**config.mk**
```make
export PLATFORM = sky130hd
export DESIGN_NAME = song_text_access_code_hash_core
export DESIGN_NICKNAME = d
export VERILOG_FILES = /design/src/hw/rtl/stach_pkg.sv /design/src/hw/rtl/song_text_access_code_hash_core.sv /design/src/hw/rtl/stach_front.sv /design/src/hw/rtl/stach_back.sv
export SDC_FILE = /design/constraint.sdc
export NUM_CORES = 2
export LEC_CHECK = 0
export BUFFER_PORTS_ARGS = -buffer_cell sky130_fd_sc_hd__buf_4
export CAP_MARGIN = 30
export CORE_MARGIN = 2
export CORE_UTILIZATION = 60
export CTS_CLUSTER_DIAMETER = 120
export DETAILED_ROUTE_END_ITERATION = 8
export HOLD_SLACK_MARGIN = 0.02
export PLACE_DENSITY = 0.75
export SETUP_SLACK_MARGIN = 0.1
export SLEW_MARGIN = 30
export SYNTH_ARGS = -nofsm -noshare
export SYNTH_HDL_FRONTEND = slang
export SYNTH_SLANG_ARGS = --single-unit
```
**constraint.sdc**
```tcl
create_clock -name clock -period 7.4 [get_ports clock]
set_clock_uncertainty 0.2 [all_clocks]
set_input_delay 0.37 -clock clock [delete_from_list [all_inputs] [get_ports clock]]
set_output_delay 0.37 -clock clock [all_outputs]
set_load 0.03 [all_outputs]
```
**src/hw/rtl/stach_pkg.sv**
```systemverilog
// Package for the song text access code hash core.
// Holds the item types, the queue head struct, mask constants and the id shuffle.
// No dependencies.
`default_nettype none

package stach_pkg;

   localparam int unsigned QUEUE_DEPTH = 2;

   localparam logic [31:0] BYTE0_MASK = 32'h0000_00FF;
   localparam logic [31:0] BYTE1_MASK = 32'h0000_FF00;
   localparam logic [31:0] BYTE2_MASK = 32'h00FF_0000;
   localparam logic [31:0] BYTE3_MASK = 32'hFF00_0000;
   localparam logic [31:0] WORD_MASK  = 32'hFFFF_FFFF;

   typedef enum logic [0:0] {
      OP_TEXT   = 1'b0,
      OP_FINISH = 1'b1
   } stach_op_type;

   typedef struct packed {
      stach_op_type op;
      logic [7:0]   text_byte;
      logic [31:0]  song_id;
   } stach_item_type;

   typedef struct packed {
      logic           valid;
      stach_item_type item;
   } stach_head_type;

   // Byte shuffle of the song id; a zero upper byte is replaced by the
   // complement of its partner byte.
   function automatic logic [31:0] shuffle_id(input logic [31:0] id);
      logic [7:0] b0;
      logic [7:0] b1;
      logic [7:0] b2;
      logic [7:0] b3;
      logic [7:0] b2x;
      logic [7:0] b3x;
      b0  = 8'((id & BYTE0_MASK) >> 0);
      b1  = 8'((id & BYTE1_MASK) >> 8);
      b2  = 8'((id & BYTE2_MASK) >> 16);
      b3  = 8'((id & BYTE3_MASK) >> 24);
      b2x = (b2 == 8'h00) ? ~b1 : b2;
      b3x = (b3 == 8'h00) ? ~b0 : b3;
      return ({b0, b2x, b1, b3x} & WORD_MASK);
   endfunction

endpackage

`default_nettype wire

```
**src/hw/rtl/song_text_access_code_hash_core.sv**
```systemverilog
// Song text access code hash core. Text bytes (artist, then title) are sent
// with mode 0 and give no result; a finish item (mode 1) carries the song id
// and gives one signed 32-bit access code, after which the sums start over.
// The back end folds a text item in ST_RUN with its single byte-by-word
// multiply; a finish item passes through ST_RUN, ST_MUL1 and ST_MUL2 for the
// two dependent 32x32 multiplies of the mix. A two-entry queue sits between
// the input and the back end, and the result waits in an output register,
// so input is taken while a code is still held by a stalled receiver.
`default_nettype none

module song_text_access_code_hash_core import stach_pkg::*; (
   input  wire logic           clock,
   input  wire logic           reset,
   input  wire logic           req_valid,
   output logic                req_stall,
   input  wire logic           req_mode,
   input  wire logic [7:0]     req_text_byte,
   input  wire logic signed [31:0] req_song_id,
   output logic                rsp_valid,
   input  wire logic           rsp_stall,
   output logic signed [31:0]  rsp_code_value
);

   stach_head_type head;
   logic           pop;
   logic [31:0]    code_value;

   stach_front u_front (
      .clock         (clock),
      .reset         (reset),
      .req_valid     (req_valid),
      .req_stall     (req_stall),
      .req_mode      (req_mode),
      .req_text_byte (req_text_byte),
      .req_song_id   (32'(unsigned'(req_song_id))),
      .head          (head),
      .pop           (pop)
   );

   stach_back u_back (
      .clock          (clock),
      .reset          (reset),
      .head           (head),
      .pop            (pop),
      .rsp_valid      (rsp_valid),
      .rsp_stall      (rsp_stall),
      .rsp_code_value (code_value)
   );

   assign rsp_code_value = signed'(code_value);

endmodule

`default_nettype wire

```
**src/hw/rtl/stach_front.sv**
```systemverilog
// Front end of the access code hash: accepts items, classifies them and
// buffers them in a short queue for the back end. Depends on stach_pkg.
`default_nettype none

module stach_front import stach_pkg::*; (
   input  wire logic           clock,
   input  wire logic           reset,
   input  wire logic           req_valid,
   output logic                req_stall,
   input  wire logic           req_mode,
   input  wire logic [7:0]     req_text_byte,
   input  wire logic [31:0]    req_song_id,
   output stach_head_type      head,
   input  wire logic           pop
);

   localparam int unsigned PTR_W = $clog2(QUEUE_DEPTH);
   localparam int unsigned CNT_W = $clog2(QUEUE_DEPTH + 1);

   stach_item_type slot_ff [QUEUE_DEPTH];
   logic [PTR_W-1:0] wr_ptr_ff, wr_ptr_in;
   logic [PTR_W-1:0] rd_ptr_ff, rd_ptr_in;
   logic [CNT_W-1:0] count_ff, count_in;
   stach_item_type   item;
   logic             push;
   logic             do_pop;

   always_comb begin
      item.op        = req_mode ? OP_FINISH : OP_TEXT;
      // Fields that the operation ignores are zeroed so the queue holds clean data.
      item.text_byte = req_mode ? 8'h00 : req_text_byte;
      item.song_id   = req_mode ? req_song_id : 32'h0000_0000;
   end

   assign req_stall = (count_ff == CNT_W'(QUEUE_DEPTH));
   assign push      = req_valid && !req_stall;
   assign do_pop    = pop && (count_ff != '0);

   always_comb begin
      wr_ptr_in = wr_ptr_ff;
      rd_ptr_in = rd_ptr_ff;
      count_in  = count_ff;
      if (push) begin
         wr_ptr_in = (wr_ptr_ff == PTR_W'(QUEUE_DEPTH - 1)) ? '0 : wr_ptr_ff + 1'b1;
      end
      if (do_pop) begin
         rd_ptr_in = (rd_ptr_ff == PTR_W'(QUEUE_DEPTH - 1)) ? '0 : rd_ptr_ff + 1'b1;
      end
      if (push && !do_pop) begin
         count_in = count_ff + 1'b1;
      end else if (do_pop && !push) begin
         count_in = count_ff - 1'b1;
      end
   end

   always_ff @(posedge clock) begin
      if (reset) begin
         wr_ptr_ff <= '0;
         rd_ptr_ff <= '0;
         count_ff  <= '0;
      end else begin
         wr_ptr_ff <= wr_ptr_in;
         rd_ptr_ff <= rd_ptr_in;
         count_ff  <= count_in;
      end
   end

   always_ff @(posedge clock) begin
      if (push) begin
         slot_ff[wr_ptr_ff] <= item;
      end
   end

   assign head.valid = (count_ff != '0);
   assign head.item  = slot_ff[rd_ptr_ff];

endmodule

`default_nettype wire

```
**src/hw/rtl/stach_back.sv**
```systemverilog
// Back end of the access code hash: folds text items into the running sums
// and runs the finish mix through ST_MUL1 and ST_MUL2. Depends on stach_pkg.
`default_nettype none

module stach_back import stach_pkg::*; (
   input  wire logic           clock,
   input  wire logic           reset,
   input  wire stach_head_type head,
   output logic                pop,
   output logic                rsp_valid,
   input  wire logic           rsp_stall,
   output logic [31:0]         rsp_code_value
);

   typedef enum logic [2:0] {
      ST_RUN  = 3'b001,
      ST_MUL1 = 3'b010,
      ST_MUL2 = 3'b100
   } state_type;

   state_type   state_ff, state_in;
   logic [31:0] fwd_ff, fwd_in;
   logic [31:0] rev_ff, rev_in;
   logic [31:0] weight_ff, weight_in;
   logic        parity_ff, parity_in;
   logic [31:0] v_ff, v_in;
   logic [31:0] m1_ff, m1_in;
   logic [31:0] m2_ff, m2_in;
   logic        out_valid_ff, out_valid_in;
   logic [31:0] out_value_ff, out_value_in;

   logic [31:0] c;
   logic [31:0] sh;
   logic [31:0] id;
   logic        out_free;

   assign id       = head.item.song_id;
   assign c        = {{24{head.item.text_byte[7]}}, head.item.text_byte};
   assign sh       = shuffle_id(id);
   assign out_free = !out_valid_ff || !rsp_stall;

   always_comb begin
      state_in     = state_ff;
      fwd_in       = fwd_ff;
      rev_in       = rev_ff;
      weight_in    = weight_ff;
      parity_in    = parity_ff;
      v_in         = v_ff;
      m1_in        = m1_ff;
      m2_in        = m2_ff;
      out_valid_in = out_valid_ff && rsp_stall;
      out_value_in = out_value_ff;
      pop          = 1'b0;
      case (state_ff)
         ST_RUN: begin
            if (head.valid) begin
               pop = 1'b1;
               if (head.item.op == OP_TEXT) begin
                  // Multipliers 1+2^(3+p) and 1+2^(4+p) reduce to a shift and add.
                  fwd_in    = fwd_ff + (parity_ff ? (fwd_ff << 4) : (fwd_ff << 3)) + c;
                  rev_in    = rev_ff + c * weight_ff;
                  weight_in = weight_ff +
                              (parity_ff ? (weight_ff << 5) : (weight_ff << 4));
                  parity_in = !parity_ff;
               end else begin
                  v_in      = (rev_ff ^ sh) + (fwd_ff | id);
                  m1_in     = fwd_ff | sh;
                  m2_in     = rev_ff ^ id;
                  fwd_in    = 32'h0000_0000;
                  rev_in    = 32'h0000_0000;
                  weight_in = 32'h0000_0001;
                  parity_in = 1'b0;
                  state_in  = ST_MUL1;
               end
            end
         end
         ST_MUL1: begin
            v_in     = v_ff * m1_ff;
            state_in = ST_MUL2;
         end
         ST_MUL2: begin
            if (out_free) begin
               out_value_in = v_ff * m2_ff;
               out_valid_in = 1'b1;
               state_in     = ST_RUN;
            end
         end
         default: begin
            state_in = ST_RUN;
         end
      endcase
   end

   always_ff @(posedge clock) begin
      if (reset) begin
         state_ff     <= ST_RUN;
         fwd_ff       <= 32'h0000_0000;
         rev_ff       <= 32'h0000_0000;
         weight_ff    <= 32'h0000_0001;
         parity_ff    <= 1'b0;
         out_valid_ff <= 1'b0;
      end else begin
         state_ff     <= state_in;
         fwd_ff       <= fwd_in;
         rev_ff       <= rev_in;
         weight_ff    <= weight_in;
         parity_ff    <= parity_in;
         out_valid_ff <= out_valid_in;
      end
   end

   always_ff @(posedge clock) begin
      v_ff         <= v_in;
      m1_ff        <= m1_in;
      m2_ff        <= m2_in;
      out_value_ff <= out_value_in;
   end

   assign rsp_valid      = out_valid_ff;
   assign rsp_code_value = out_value_ff;

endmodule

`default_nettype wire

```
### Word-level counts from Yosys, hierarchy flattened

Memory sizes are Yosys's and may differ from the RTL's. A register that Yosys moved wholly into a read port is not among the register bits.
Index checks and enable logic that the tools add are counted.

* add/subtract/negate cells: 9
* multipliers: 3
* div/mod/pow operators: 0
* $lt $le $gt $ge: 0
* equal/unequal tests: 7
* shift-type cells: 0
* multiplexer cells: 30
* bitwise operators: 6
* reduce and logical (&&, ||, !) cells: 22

Operators with widths (number)
* 2-to-1 mux 32 bit: 8
* adder 32 bit: 5
* multiplier 32 x 32 -> 32 bit: 2
* bitwise OR 32 bit: 2
* one-hot mux 32 bit (2 select lines): 1
* bitwise XOR 32 bit: 2
* multiplier 8 x 32 -> 32 bit: 1
* 2-to-1 mux 8 bit: 3
* logical NOT 8 bit: 2
* NOT 8 bit: 2
* 2-to-1 mux 1 bit: 12
* 2-to-1 mux 3 bit: 3
* one-hot mux 3 bit (3 select lines): 1
* AND reduction 3 bit: 3
* logical NOT 1 bit: 6
* nonzero test 2 bit: 3
* logical AND 1 bit: 5
* 2-to-1 mux 2 bit: 2
* != test 2 x 1 -> 1 bit (second input constant): 2
* AND reduction 2 bit: 2
* equality test 3 x 1 -> 1 bit (second input constant): 1
* equality test 3 x 2 -> 1 bit (second input constant): 1
* equality test 3 bit (second input constant): 1
* adder 1 bit (second input constant): 2
* other kinds (5): 5

* register bits: 233
* bits in latches: 0
* bits in writable memories: 82
* memory bits (read-only): 0
* bits of input ports: 45
* word-level logic and storage cells: 91
* memories: 1

Memories
* u_front.slot_ff: words 2, width 41, read ports 1, clocked after memory_dff 1, wr ports 1, RTL line stach_front.sv:20 `stach_item_type slot_ff [QUEUE_DEPTH];`

### Longest topological paths before layout

* depth after elaboration: 7
* depth in mapped cells: 28
* mapped depth without buffers: 26

### Hierarchy

Synthesis repeated with hierarchy kept, for this count alone.

* cells, all modules: 5887
* area total of the unflattened synthesis: 55789.8 um2

Modules (own cells, without submodules)
* stach_back: times used 1, cells each 5690, area each 52355.2 um2, seq. area each 5805.6 um2
* stach_front: times used 1, cells each 197, area each 3434.5 um2, seq. area each 2562.5 um2

### Least setup slack after synthesis

Ideal clock, no wire load.

* path type: reg2reg
* from: reg u_back.m1_ff[3]
* to: reg u_back.v_ff[30] (data pin)
* library setup time: 0.270 ns
* data arrival time: 6.585 ns
* slack: 0.345 ns
* stages on the path, launching flop included: 27
* buffers on the path: 2
* period minus slack after synthesis: 7.055 ns
* path through: edfxtp_1 clkbuf_1 clkbuf_1 and2_1 fa_1 inv_1 fa_1 fa_1 fa_1 inv_1 fa_1 inv_1 fa_1 inv_1 fa_1 fa_1 ha_1 a21o_1 a21o_1 nand4_1 nand3_1 a21oi_1 o21ai_0 a221oi_2 a21oi_1 xnor2_1 a21oi_1

* cells in the longest elaborated chain, start to end: 2

RTL lines
* from (decl): RTL line stach_back.sv:27 `logic [31:0] m1_ff, m1_in;`
* from (signal assigned): RTL line stach_back.sv:114 `m1_ff <= m1_in;`
* multiplier 32 x 32 -> 32 bit: RTL line stach_back.sv:78 `v_in = v_ff * m1_ff;`
* one-hot mux 32 bit (2 select lines): RTL line stach_back.sv:54 `case (state_ff)`
* net u_back.v_in[30]: RTL line stach_back.sv:26 `logic [31:0] v_ff, v_in;`
* to (signal assigned): RTL line stach_back.sv:113 `v_ff <= v_in;`
* to (decl): RTL line stach_back.sv:26

The timed path passes the listed nets, and every way through them passes these cells.
A chain may end at the register's enable or synchronous reset.

### Worst setup path in the final report

* from: reg u_back.v_ff[14]
* to: reg u_back.v_ff[30] (data pin)

* cells in the longest elaborated chain, start to end: 2

RTL lines (RTL line)
* multiplier 32 x 32 -> 32 bit: stach_back.sv:78
* one-hot mux 32 bit (2 select lines): stach_back.sv:54
* net u_back.v_in[30]: stach_back.sv:26

The timed path passes the listed nets, and every way through them passes these cells.

==> results.sh <==
export IMPL_cap_violations=0
export IMPL_detail_route_iter0_violations=3002
export IMPL_track_usage=0.327
export IMPL_fillers=7421
export IMPL_cpMaxStageDelayCell="fa_1"
export IMPL_arrival_ns=7.44
export IMPL_met2_usage=0.540
export IMPL_timing_fmax_mhz=137
export IMPL_ys_seq_elements=313
export IMPL_period_share=0.988
export IMPL_clk_insertion_delay_late_ns=0.64
export IMPL_fp_dieH_um=310
export IMPL_clock_sinks=313
export IMPL_antenna_left=0
export IMPL_r2r_start="u_back.v_ff[14]"
export IMPL_dieArea_mm2=0.0960
export IMPL_grt_pass1_vias=43300
export IMPL_drt_first_pass_iters=6
export IMPL_path_depth=23
export IMPL_cp_required_ns=7.53
export IMPL_synth_area_mm2=0.0561
export IMPL_grt_most_used_layer="met2"
export IMPL_cp_max_fo=4
export IMPL_gp_congestion=0.978
export IMPL_yosys_area_top_type="fa_1"
export IMPL_syn_to_final_growth_pct=10.2
export IMPL_drc=0
export IMPL_rrSetupSlack_ns=0.09
export IMPL_fin_crit_ns=7.31
export IMPL_synthFlopType="edfxtp_1"
export IMPL_timing_critical_path_mode_cell="fa_1"
export IMPL_hold_path_class="flip-flop to flip-flop"
export IMPL_cp_slowest_stage_delay_ns=0.59
export IMPL_synth_async_reset_ratio=0
export IMPL_syn_inst=5863
export IMPL_postLayoutCoreUtil=0.665
export IMPL_crit_type="flip-flop to flip-flop"
export IMPL_yosysUniqueCellTypes=92
export IMPL_num_io_pins=79
export IMPL_min_delay_start="u_back.weight_ff[31]"
export IMPL_start_util=0.603
export IMPL_end_kind="flip-flop"
export IMPL_clkTransAtPathRegs_ns=0.06
export IMPL_ys_seq_area_frac=0.149
export IMPL_fin_hold_ws_ns=0.283
export IMPL_grt_max_degree=65
export IMPL_final_layout_size_suffix_gt1_frac=0.0981
export IMPL_dpl_hpwl_mm=118
export IMPL_path_delay_family="adder cells"
export IMPL_cts_made_buffers=42
export IMPL_grt_use_met3=0.0476
export IMPL_synth_edf_count=210
export IMPL_die_w_um=310
export IMPL_met1_usage=0.434
export IMPL_overflow=0
export IMPL_rsz0062_at_grt="yes"
export IMPL_synth_area_per_cell_um2=9.57
export IMPL_drv_slew=0
export IMPL_rows=112
export IMPL_io_buffers=78
export IMPL_hold_path_depth=2
export IMPL_synth_most_common_cell="fa_1"
export IMPL_cp_buffers_inverters=3
export IMPL_reg2reg_depth=23
export IMPL_yosys_warnings=0
export IMPL_path_cells="buf_4, and2_1, fa_1, fa_1, fa_1, inv_1, fa_1, inv_2, fa_1, fa_1, fa_1, fa_1, ha_4, a21o_1, a21o_1, nand4_1, nand3_2, a21oi_2, o21ai_2, a221oi_2, a21oi_2, xnor2_1, a21oi_1"
export IMPL_cts_tree="built"
export IMPL_h_tree_depth=2
export IMPL_synth_area_leaders="fa_1, edfxtp_1, ha_1"
export IMPL_vias=40900
export IMPL_grt_pass1_wl_mm=241
export IMPL_min_to="u_back.weight_ff[31]"
export IMPL_slew_headroom=0.258
export IMPL_r2r_end="u_back.v_ff[30]"
export IMPL_wl_per_cell_um=21.0
export IMPL_hold_violations=0
export IMPL_cts_buffer_depth=3
export IMPL_cp_start_kind="flip-flop"
export IMPL_synthTopCellsByCount="fa_1, inv_1, nand2_1"
export IMPL_antenna_found_initial=2
export IMPL_fin_ws_ns=0.0895
export IMPL_nets=7463
export IMPL_totalWireLength_mm=153
export IMPL_worst_pin_slew_ns=1.08
export IMPL_viasPerCell=5.62
export IMPL_outcome="complete, no violations"
export IMPL_coreArea_mm2=0.0930
export IMPL_cts_root_buf="clkbuf_16"
export IMPL_dp_slack_ns=0.0238
export IMPL_finalSetupViolCount=0
export IMPL_yosys_area_top_type_share=0.368
## sequential cells by signal, indices dropped and copies added, names as in the netlist, 2 cells and up, named ones only
register               flops
u_back.rev_ff             32
u_back.state_ff            3
u_back.m1_ff              32
u_back.rsp_code_value     32
u_front.slot_ff           82
u_back.m2_ff              32
u_front.count_ff           2
u_back.weight_ff          29
u_back.fwd_ff             32
u_back.v_ff               32
## layout make-up
type / instances / area [µm²] / share of cell area
diodes: 3 / 7.51 / 0.000121
clock buffers: 50 / 1110 / 0.0180
clock inverters: 26 / 354 / 0.00573
inverters: 1029 / 3860 / 0.0625
multi-input cells: 4248 / 43200 / 0.699
flip-flops and latches: 313 / 8370 / 0.135
well taps: 1254 / 1570 / 0.0254
repair buffers: 347 / 3340 / 0.0540
## metrics by stage
stage,setup TNS (ns),instance area [µm²],std cells
floorplan,0,56200,5880
global placement,0,58900,7091
detailed placement,0,58900,7091
CTS,0,60900,7220
global route,-0.537,61800,7267
finish,0,61800,7270
## worst min-delay path, cell delays in order, from the launching register on
cell     delay (ns)
dfxtp_1        0.31
inv_1          0.07
o22ai_1        0.06
## layer usage
metal / part of all wire / routed length [µm] / vias to the layer above
met4: 0.055 / 8330 / 2
met2: 0.47 / 72500 / 1537
li1: - / - / 18200
met3: 0.073 / 11200 / 363
met1: 0.40 / 60700 / 20700
met5: 0.000085 / 13 / -
## cells in the final DEF (no fill, tap or decap), types with 37 or more instances in the layout
cell           instances
buf_4                250
dfxtp_1              101
nor2b_1               48
fa_1                1026
a22oi_1               42
edfxtp_1             210
buf_12                37
and2_1               662
nor2_1               141
dlygate4sd3_1         44
mux2_2                62
a21o_1                71
clkbuf_16             49
a21oi_1              133
inv_1               1020
nand2b_1              72
ha_1                 394
o21ai_0               91
xnor2_1              252
nand2_1              690
xor2_1                90
## worst max path at each step
| stage | startpoint | to | slack (ns) |
|---|---|---|---|
| finish | u_back.v_ff[14] | u_back.v_ff[30] | 0.09 |
| global route | u_back.v_ff[14] | u_back.v_ff[28] | -0.14 |
| CTS | u_back.v_ff[16] | u_back.v_ff[28] | 0.11 |
| detailed placement | u_back.m1_ff[5] | u_back.v_ff[30] | 0.02 |
| global placement | u_back.m1_ff[5] | u_back.v_ff[28] | 0.10 |
| floorplan | u_back.m1_ff[3] | u_back.v_ff[30] | 0.34 |
## logic make-up after synthesis
group / after synthesis / synth area share
and+or+nand+nor: 1787 / 0.162
adders and majority gates: 1437 / 0.458
buffers and inverters: 1319 / 0.0888
AOI/OAI and AO/OA: 553 / 0.0666
xor gates and xnor gates: 349 / 0.0547
DFF: 313 / 0.149
muxes: 103 / 0.0206
other: 2 / 0.000134
## what timing repair did
action                     in CTS  in global routing
buffers inserted                9                 41
resized for setup               4                 90
hold buffers                   44                  0
setup endpoints to repair       6                 18
pin swaps                       2                 77
hold endpoints to repair      104                  0
cloned                          0                  6
Power is left out: the tool's default activity adds up to more than one toggle a clock period on the data nets, which glitch-free logic cannot reach.
